File: config.mk
export PLATFORM = sky130hd
export DESIGN_NAME = grid_word_path_search_unit
export DESIGN_NICKNAME = d
export VERILOG_FILES = /design/src/rtl/core/gwps_pkg.sv /design/src/rtl/core/grid_word_path_search_unit.sv /design/src/rtl/core/gwps_ctrl.sv /design/src/rtl/core/gwps_dp.sv
export VERILOG_INCLUDE_DIRS = /design/src /design/src/rtl/core
export SDC_FILE = /design/constraint.sdc
export NUM_CORES = 2
export LEC_CHECK = 0
export BUFFER_PORTS_ARGS = -buffer_cell sky130_fd_sc_hd__buf_2
export CAP_MARGIN = 20
export CORE_AREA = 3 3 533 747
export DETAILED_ROUTE_END_ITERATION = 8
export DIE_AREA = 0 0 536 750
export RECOVER_POWER = 100
export SETUP_SLACK_MARGIN = 0.02
export SLEW_MARGIN = 20
export SYNTH_ARGS = -nofsm -noshare
export SYNTH_HDL_FRONTEND = slang
export SYNTH_SLANG_ARGS = --single-unit
File: constraint.sdc
create_clock -name clk_i -period 13 [get_ports clk_i]
set_clock_uncertainty 0.05 [all_clocks]
set_input_delay 1.3 -clock clk_i [delete_from_list [all_inputs] [get_ports clk_i]]
set_output_delay 1.3 -clock clk_i [all_outputs]
set_load 0.005 [all_outputs]
File: src/rtl/core/grid_word_path_search_unit_macros.svh
// Assertion macros for the grid word path search unit.
// Depends on nothing; included by the top level for its concurrent checks.
`ifndef GRID_WORD_PATH_SEARCH_UNIT_MACROS_SVH
`define GRID_WORD_PATH_SEARCH_UNIT_MACROS_SVH

// Same-cycle implication, held off during reset
`define GWPS_ASSERT_NOW(label, clk, rst_n, ante, cons) \
  label: assert property (@(posedge clk) disable iff (!rst_n) (ante) |-> (cons)) \
    else $error("gwps check failed");

// Next-cycle implication, held off during reset
`define GWPS_ASSERT_NEXT(label, clk, rst_n, ante, cons) \
  label: assert property (@(posedge clk) disable iff (!rst_n) (ante) |=> (cons)) \
    else $error("gwps check failed");

`endif

File: src/rtl/core/gwps_pkg.sv
// Shared types and codes of the grid word path search unit.
// No dependencies; used by the controller, the datapath and the top level.
`timescale 1ns / 1ps

package gwps_pkg;

  // input item kinds
  localparam logic ACT_LOAD = 1'b0;
  localparam logic ACT_WORD = 1'b1;

  // configuration register indexes
  localparam logic CFG_ROW_COUNT = 1'b0;
  localparam logic CFG_COL_COUNT = 1'b1;

  localparam int unsigned CNT_W    = 5;
  localparam logic [CNT_W-1:0] CNT_RESET = 5'd16;

  typedef struct packed {
    logic load;     // write the item's letter into the grid
    logic capture;  // latch a word letter and fetch grid row 0
    logic step;     // process one mask row
  } gwps_cmd_t;

  typedef struct packed {
    logic last_row;
  } gwps_stat_t;

endpackage

File: src/rtl/core/grid_word_path_search_unit.sv
// Sequence: a load item is taken in idle and gives no result. A word letter
// is captured, then swept with one grid row memory read per mask row, one row
// per cycle. A last letter's found strobe shows in the cycle after the sweep,
// which is also the first cycle a new item can be taken (busy low).
// Reset clears the reach mask and sets both counts to 16; grid letters are
// undefined until loaded. The receiver cannot stall; done_o lasts one cycle.
`timescale 1ns / 1ps

module grid_word_path_search_unit #(
  parameter int unsigned MAX_ROWS = 16,
  parameter int unsigned MAX_COLS = 16
) (
  input  logic                        clk_i,
  input  logic                        rst_ni,
  input  logic                        cfg_we_i,
  input  logic                        cfg_idx_i,
  input  logic [gwps_pkg::CNT_W-1:0]  cfg_data_i,
  input  logic                        start_i,
  output logic                        busy_o,
  input  logic                        action_i,
  input  logic [3:0]                  cell_row_i,
  input  logic [3:0]                  cell_col_i,
  input  logic [7:0]                  letter_i,
  input  logic                        first_of_word_i,
  input  logic                        last_of_word_i,
  output logic                        done_o,
  output logic                        found_o
);
  import gwps_pkg::*;

  `include "grid_word_path_search_unit_macros.svh"

  gwps_cmd_t  cmd;
  gwps_stat_t stat;

  gwps_ctrl u_ctrl (
    .clk_i    (clk_i),
    .rst_ni   (rst_ni),
    .start_i  (start_i),
    .action_i (action_i),
    .stat_i   (stat),
    .cmd_o    (cmd),
    .busy_o   (busy_o)
  );

  gwps_dp #(
    .MAX_ROWS (MAX_ROWS),
    .MAX_COLS (MAX_COLS)
  ) u_dp (
    .clk_i           (clk_i),
    .rst_ni          (rst_ni),
    .cmd_i           (cmd),
    .stat_o          (stat),
    .cfg_we_i        (cfg_we_i),
    .cfg_idx_i       (cfg_idx_i),
    .cfg_data_i      (cfg_data_i),
    .cell_row_i      (cell_row_i),
    .cell_col_i      (cell_col_i),
    .letter_i        (letter_i),
    .first_of_word_i (first_of_word_i),
    .last_of_word_i  (last_of_word_i),
    .done_o          (done_o),
    .found_o         (found_o)
  );

  // a result only follows a sweep
  `GWPS_ASSERT_NOW(a_done_after_sweep, clk_i, rst_ni, done_o, $past(busy_o) && !busy_o)
  // a word letter starts a sweep
  `GWPS_ASSERT_NEXT(a_word_sweeps, clk_i, rst_ni, start_i && !busy_o && action_i == ACT_WORD, busy_o)
  // a load never occupies the block
  `GWPS_ASSERT_NEXT(a_load_one_cycle, clk_i, rst_ni, start_i && !busy_o && action_i == ACT_LOAD, !busy_o)
  // strobes never come back to back
  `GWPS_ASSERT_NEXT(a_done_single, clk_i, rst_ni, done_o, !done_o)

endmodule

File: src/rtl/core/gwps_ctrl.sv
// Sequencer of the grid word path search unit: idle / row sweep.
// Depends on gwps_pkg for the command and status structs.
`timescale 1ns / 1ps

module gwps_ctrl (
  input  logic                clk_i,
  input  logic                rst_ni,
  input  logic                start_i,
  input  logic                action_i,
  input  gwps_pkg::gwps_stat_t stat_i,
  output gwps_pkg::gwps_cmd_t  cmd_o,
  output logic                busy_o
);
  import gwps_pkg::*;

  localparam logic ST_IDLE  = 1'b0;
  localparam logic ST_SWEEP = 1'b1;

  logic state_q, state_d;
  logic accept;

  assign accept = start_i && (state_q == ST_IDLE);

  always_comb begin
    cmd_o.load    = accept && (action_i == ACT_LOAD);
    cmd_o.capture = accept && (action_i == ACT_WORD);
    cmd_o.step    = (state_q == ST_SWEEP);
  end

  always_comb begin
    state_d = state_q;
    case (state_q)
      ST_IDLE: begin
        if (cmd_o.capture) state_d = ST_SWEEP;
      end
      ST_SWEEP: begin
        if (stat_i.last_row) state_d = ST_IDLE;
      end
      default: state_d = ST_IDLE;
    endcase
  end

  always_ff @(posedge clk_i or negedge rst_ni) begin
    if (!rst_ni) begin
      state_q <= ST_IDLE;
    end else begin
      state_q <= state_d;
    end
  end

  assign busy_o = (state_q != ST_IDLE);

endmodule

File: src/rtl/core/gwps_dp.sv
// Datapath: grid row memory, rotating reach mask line, row match and result.
// Depends on gwps_pkg; driven by gwps_ctrl through command and status structs.
`timescale 1ns / 1ps

module gwps_dp #(
  parameter int unsigned MAX_ROWS = 16,
  parameter int unsigned MAX_COLS = 16
) (
  input  logic                        clk_i,
  input  logic                        rst_ni,
  input  gwps_pkg::gwps_cmd_t          cmd_i,
  output gwps_pkg::gwps_stat_t         stat_o,
  input  logic                        cfg_we_i,
  input  logic                        cfg_idx_i,
  input  logic [gwps_pkg::CNT_W-1:0]  cfg_data_i,
  input  logic [3:0]                  cell_row_i,
  input  logic [3:0]                  cell_col_i,
  input  logic [7:0]                  letter_i,
  input  logic                        first_of_word_i,
  input  logic                        last_of_word_i,
  output logic                        done_o,
  output logic                        found_o
);
  import gwps_pkg::*;

  localparam int unsigned RW  = (MAX_ROWS > 1) ? $clog2(MAX_ROWS) : 1;
  localparam int unsigned CLW = (MAX_COLS > 1) ? $clog2(MAX_COLS) : 1;
  localparam int unsigned XW  = 7;  // holds any count or index up to 127
  localparam int unsigned ROW_BITS = MAX_COLS * 8;

  logic [CNT_W-1:0] row_cnt_q, col_cnt_q;

  logic [ROW_BITS-1:0] grid_mem [MAX_ROWS];
  logic [ROW_BITS-1:0] rd_data_q;
  logic [RW-1:0]       rd_addr;

  logic [MAX_COLS-1:0] reach_q [MAX_ROWS];
  logic [MAX_COLS-1:0] prev_q;
  logic [MAX_COLS-1:0] head, below, nb, match, col_act, row_mask;

  logic [RW-1:0] row_q;
  logic [7:0]    letter_q;
  logic          first_q, last_q;
  logic          any_q;
  logic          row_act;

  logic [XW-1:0] row_ext, col_ext;
  logic          load_ok;

  // configuration
  always_ff @(posedge clk_i or negedge rst_ni) begin
    if (!rst_ni) begin
      row_cnt_q <= CNT_RESET;
      col_cnt_q <= CNT_RESET;
    end else if (cfg_we_i) begin
      if (cfg_idx_i == CFG_ROW_COUNT) row_cnt_q <= cfg_data_i;
      if (cfg_idx_i == CFG_COL_COUNT) col_cnt_q <= cfg_data_i;
    end
  end

  // drop loads outside the active area
  assign row_ext = XW'(cell_row_i);
  assign col_ext = XW'(cell_col_i);
  assign load_ok = (row_ext < XW'(row_cnt_q)) && (row_ext < XW'(MAX_ROWS)) &&
                   (col_ext < XW'(col_cnt_q)) && (col_ext < XW'(MAX_COLS));

  assign stat_o.last_row = (row_q == RW'(MAX_ROWS - 1));

  // fetch row 0 on capture, then the row after the one in work
  always_comb begin
    if (cmd_i.capture || stat_o.last_row) rd_addr = '0;
    else                                  rd_addr = row_q + 1'b1;
  end

  always_ff @(posedge clk_i) begin
    if (cmd_i.load && load_ok) begin
      grid_mem[row_ext[RW-1:0]][col_ext[CLW-1:0]*8 +: 8] <= letter_i;
    end
    if (cmd_i.capture || cmd_i.step) begin
      rd_data_q <= grid_mem[rd_addr];
    end
  end

  // word letter fields
  always_ff @(posedge clk_i) begin
    if (cmd_i.capture) begin
      letter_q <= letter_i;
      first_q  <= first_of_word_i;
      last_q   <= last_of_word_i;
    end
  end

  for (genvar c = 0; c < MAX_COLS; c++) begin : g_col
    assign col_act[c] = (XW'(col_cnt_q) > XW'(c));
    assign match[c]   = col_act[c] && (rd_data_q[c*8 +: 8] == letter_q);
  end

  // head of the line is the old mask of the row in work
  assign head = reach_q[0];
  if (MAX_ROWS > 1) begin : g_below
    assign below = stat_o.last_row ? '0 : reach_q[1];
  end else begin : g_no_below
    assign below = '0;
  end

  assign nb       = (head << 1) | (head >> 1) | prev_q | below;
  assign row_act  = (XW'(row_q) < XW'(row_cnt_q));
  assign row_mask = row_act ? (match & (first_q ? '1 : nb)) : '0;

  // rotate the mask line: old row leaves the head, new row enters the tail
  always_ff @(posedge clk_i or negedge rst_ni) begin
    if (!rst_ni) begin
      for (int i = 0; i < MAX_ROWS; i++) reach_q[i] <= '0;
      prev_q <= '0;
      row_q  <= '0;
      any_q  <= 1'b0;
    end else if (cmd_i.capture) begin
      prev_q <= '0;
      row_q  <= '0;
      any_q  <= 1'b0;
    end else if (cmd_i.step) begin
      for (int i = 0; i < MAX_ROWS - 1; i++) reach_q[i] <= reach_q[i+1];
      reach_q[MAX_ROWS-1] <= row_mask;
      prev_q <= head;
      row_q  <= stat_o.last_row ? '0 : row_q + 1'b1;
      any_q  <= any_q || (row_mask != '0);
    end
  end

  // result strobe after the last row
  always_ff @(posedge clk_i or negedge rst_ni) begin
    if (!rst_ni) begin
      done_o  <= 1'b0;
      found_o <= 1'b0;
    end else begin
      done_o  <= cmd_i.step && stat_o.last_row && last_q;
      found_o <= any_q || (row_mask != '0);
    end
  end

endmodule
### Word-level counts from Yosys, hierarchy flattened

Memories as Yosys holds them, arrays and structs flattened. A register that Yosys moved wholly into a read port is not among the register bits.
Index checks and enable logic that the tools add are counted.

* flip-flop bits (word level): 300
* RAM bits: 2048
* memories kept: 1

* muxes and demuxes: 16
* equality and inequality tests: 17
* reduce and logical (&&, ||, !) cells: 33
* bitwise gates (word level): 8
* $lt $le $gt $ge: 21
* add/sub/neg operators: 2
* shifts and indexed selects: 2

Memories
* u_dp.grid_mem: depth 16, bits a word 128, read ports 1, clocked after memory_dff 1, write ports 1, line gwps_dp.sv:33 `logic [ROW_BITS-1:0] grid_mem [MAX_ROWS];`

Operator list (count)
* equality test 8 bit: 16
* 2-to-1 mux 128 bit: 1
* variable shift 8 x 34 -> 128 bit (first input constant): 1
* variable part select 8 x 34 -> 128 bit: 1
* 2-to-1 mux 16 bit: 5
* > comparator 5 x 4 -> 1 bit (second input constant): 8
* negator 7 -> 34 bit: 1
* OR 16 bit: 2
* logical AND 1 bit: 25
* > comparator 5 x 3 -> 1 bit (second input constant): 4
* bitwise AND 16 bit: 1
* 2-to-1 mux 4 bit: 4
* OR 16 x 15 -> 16 bit: 1
* nonzero test 16 bit: 1
* < comparator 4 x 5 -> 1 bit: 3
* > comparator 5 x 1 -> 1 bit (second input constant): 2
* > comparator 5 x 2 -> 1 bit (second input constant): 2
* < comparator 4 x 5 -> 1 bit (second input constant): 2
* AND reduction 2 bit: 3
* 2-to-1 mux 1 bit: 5
* adder 4 x 1 -> 4 bit (second input constant): 1
* equality test 4 bit (second input constant): 1
* inverter 1 bit: 4
* logical OR 1 bit: 3
* 2 further kinds: 2

### Logic depth before layout (Yosys ltp)

* word-level depth: 10
* gate-level depth with buffers: 11
* mapped depth without buffers: 9

### By module

A second synthesis with hierarchy kept.

* cells, all modules: 5752
* area total of the unflattened synthesis: 97015.5 um^2

Modules (own cells, without submodules)
* gwps_dp: cells an instance 5746, area each 96958.0 um^2, instances 1, sequential area each 72877.4 um^2
* gwps_ctrl: cells an instance 6, area each 57.6 um^2, instances 1, sequential area each 25.0 um^2

### Least setup slack after synthesis

No wires, ideal clock.

* path type: reg-to-reg
* start point: register u_ctrl.state_q, in the netlist u_ctrl.busy_o
* end point: register u_dp.rd_data_q[0] (read register of u_dp.grid_mem), enable pin
* path slack: 8.025 ns
* arrival time: 4.415 ns
* cell stages (with the launch flop): 5
* clock period less this slack: 4.975 ns
* path through: dfrtp_1 clkbuf_1 clkbuf_1 clkbuf_1 nand2b_1

* word-level cells in the longest chain between the ends: 5
* elaborated cells between the ends (all ways): 6
* classes of those cells: 1 x mux; 1 x bitwise; 4 x reduce/logical

Ends and longest elaborated chain
* start: declaration: line gwps_ctrl.sv:19 `logic state_q, state_d;`
* start signal: assignment: line gwps_ctrl.sv:47 `state_q <= state_d;`
* inverter 1 bit
* logical AND 1 bit: line gwps_ctrl.sv:22 `assign accept = start_i && (state_q == ST_IDLE);`
* logical AND 1 bit: line gwps_ctrl.sv:26 `cmd_o.capture = accept && (action_i == ACT_WORD);`
* logical OR 1 bit: line gwps_dp.sv:71 `if (cmd_i.capture || stat_o.last_row) rd_addr = '0;`
* 2-to-1 mux 4 bit: line gwps_dp.sv:71
* end: declaration: line gwps_dp.sv:34 `logic [ROW_BITS-1:0] rd_data_q;`

Parallel ways exist; a longest one is shown, timed or not.
A chain may end at the register's enable or synchronous reset.

### Worst setup path in the final report

* start point: register u_ctrl.state_q, in the netlist u_ctrl.busy_o
* end point: register u_dp.rd_data_q[71] (read register of u_dp.grid_mem), enable pin

Same word-level chain as after synthesis.

==> results.tsv <==
metric	value	unit
Fin Setup TNS	0	ns
Top Ports	32	
Synth cell types	59	
# DRC	0	
Nets	6744	
Die Span Y	750	µm
crit end category	register	
max frequency	0.1180	GHz
Final Hold Fails	0	
Worst R2R End	u_dp.rd_data_q[71]	
HP Start	u_dp.reach_q[196]	
Initial Util	24.98	%
Post-CTS Setup Bufs	0	
fin crit period	8.477	ns
core area	391700	µm²
routability cong.	0.8315	
Clk Latency, worst-skew pair	0.88	ns
synth warn	0	
DR vias	59483	
Setup Crit Path Kind	register to register	
critical path startpoint category	register	
Pre-Repair DR Iteration Count	6	
worst reg-to-reg path cell count	3	
register area share after synthesis	74.52	%
hold depth	1	
Core Util, Final	28.04	%
CTS tree	built	
Resize count post-CTS	0	
number of max-cap violations	28	
initial antenna violation count	26	
vias per cell	4.920	
most frequent cells in the layout	2186 x edfxtp_1, 1155 x nand2_1, 538 x nand3_1	
routed wire length	273000	µm
cts bufs inserted	215	
Period Utilization, post-route	65.21	%
Antenna Nets Post-Route	0	
EDFF count, synth	2186	
Max H-tree Level	4	
port bufs	31	
gr usage total	13.01	%
Worst Path Max Fanout	86	
Max Slew Vio Count	1171	
dpl hpwl	166900	µm
clk root buf	clkbuf_16	
status	complete, but fails checks	
commonest non-fill, non-tap cell in the layout	edfxtp_1	
Post-Syn Area per Cell	14.24	µm²
Hold Crit Class	register to register	
ratio of cells with drive above 1 in the final layout	9.466	%
max_slew headroom	-241.0	%
RSZ-0062 raised after global routing	no	
WP data required	13.29	ns
reg2reg start	u_ctrl.busy_o	
number of cell rows	272	
WHS Endpoint	u_dp.reach_q[212]	
syn nets	6916	
clock slew at reported path FFs	0.07	ns
Worst EP arrival	8.77	ns
drt wl/cell	22.58	µm
Die X	536	µm
failing checks	max-capacitance violations, max-slew violations	
area delta synth->final	12.26	%
Mapped Area	97830	µm²
async set-reset flop share out of synthesis	11.71	%
worst slew pin tran	5.116	ns
Yosys reg bits	2476	
global route total overflow	0	
die footprint	402000	µm²
clk sinks	2476	
cts hold-fix bufs	0	
Leakage	35.37	nW
largest net degree at the start of global routing	227	
Max IR drop VDD	0.3532	mV
Pwr Density	226.0	nW/µm²
Top FF cell, synth	edfxtp_1	
setup slack, reg-to-reg	4.52	ns
drt initial violations	6738	
Cells after Synth	6872	
Clock Path Buffers	4	
first-pass GRT wire length	397100	µm
final setup vio count	0	
vias in the first global route	58731	
per-layer routing:
metal  vias up  part of all wire, %  track usage [%]
li1      25902                    -                -
met5         -                0.039                0
met2      2692                   51            22.81
met1     30236                   36            15.27
met4        18                  5.7            6.914
met3       635                  7.2            1.926
worst max-delay path by stage:
stage	start	to	slack, ns
6_report	u_ctrl.busy_o	u_dp.rd_data_q[71]	4.52
5_1_grt	u_ctrl.busy_o	u_dp.rd_data_q[71]	4.05
4_1_cts	u_dp.row_q[0]	u_dp.rd_data_q[83]	8.04
3_5_place_dp	action_i	u_dp.rd_data_q[86]	7.32
3_3_place_gp	action_i	u_dp.rd_data_q[63]	7.38
2_1_floorplan	u_ctrl.busy_o	u_dp.rd_data_q[0]	8.03
worst max-delay path: stages (launching register included):
cell and delay (ns):
dfrtp_4 0.41, clkbuf_1 3.00, nand2b_1 2.06, clkbuf_1 2.36
Yosys cell counts (all sizes together), types with 6 or more instances:
library cell | count | area (µm²)
a2111oi | 11 | 108.9
a21oi | 398 | 1992
a311oi | 129 | 1136
a31oi | 132 | 825.8
and2 | 67 | 419.2
buf | 219 | 1159
clkbuf | 308 | 1156
dfrtp | 288 | 7207
edfxtp | 2186 | 65640
ha | 15 | 187.7
inv | 27 | 101.3
mux2 | 249 | 2804
nand2 | 1156 | 4339
nand2b | 12 | 75.07
nand3 | 539 | 2713
nand4 | 28 | 196.4
nor2 | 346 | 1299
nor2b | 6 | 37.54
nor3 | 13 | 70.07
nor4 | 16 | 106.4
o21ai | 38 | 190.2
o221ai | 512 | 4484
or2 | 6 | 37.54
or4 | 8 | 60.06
xnor2 | 111 | 972.2
xor2 | 19 | 166.4
state kept, by name, indices dropped and copies added, names as in the netlist:
register / count
u_dp.found_o: 1
u_dp.any_q: 1
u_dp.head: 16
u_dp.prev_q: 16
u_dp.col_cnt_q: 5
u_ctrl.busy_o: 1
u_dp.last_q: 1
u_dp.row_cnt_q: 5
u_dp.done_o: 1
u_dp.rd_data_q: 128
u_dp.letter_q: 8
u_dp.row_q: 4
u_dp.reach_q: 240
u_dp.grid_mem: 2048
u_dp.first_q: 1
stage by stage:
step / hold WS (ns) / power [mW] / cells / area (µm²) / setup slack (ns)
after floorplan: 0.4082 / 15.78 / 6872 / 97830 / 8.025
after global placement: 0.4297 / 18.33 / 11687 / 103300 / 7.379
after detailed placement: 0.4353 / 18.39 / 11687 / 103300 / 7.317
after CTS: 0.3050 / 24.74 / 12071 / 110200 / 8.042
after global routing: 0.4320 / 25.98 / 12074 / 109800 / 4.050
final: 0.4316 / 24.82 / 12091 / 109800 / 4.523
cells by family (layout without fill, tap and decap cells):
kind of cell    count (synthesis)  in the layout  share of synthesized area [%]
compound gates               1237           1237                          9.096
xor+xnor                      130            130                          1.164
fa+ha+maj                      15             15                         0.1918
buf+inv                       554            549                          2.470
flops                        2476           2476                          74.52
mux                           254            254                          2.917
other cells                     0             18                              0
simple gates                 2206           2206                          9.644
where the power goes:
part           internal, mW  switching (mW)  total, mW
combinational          2.80            6.31       9.11
clock                  3.55            2.86       6.41
sequential             9.12           0.183       9.30
total                  15.5            9.36       24.8
cell type report:
class | instances | area [µm²]
clock inverter | 117 | 1217
tap | 5206 | 6514
inverter | 27 | 108.9
timing repair buffer | 138 | 868.3
fill | 39132 | 281900
clock buffer | 267 | 5668
sequential | 2476 | 72910
antenna | 18 | 45.04
multi-input combinational | 3842 | 22500
Note: power is estimated with default switching activity, not from simulation.
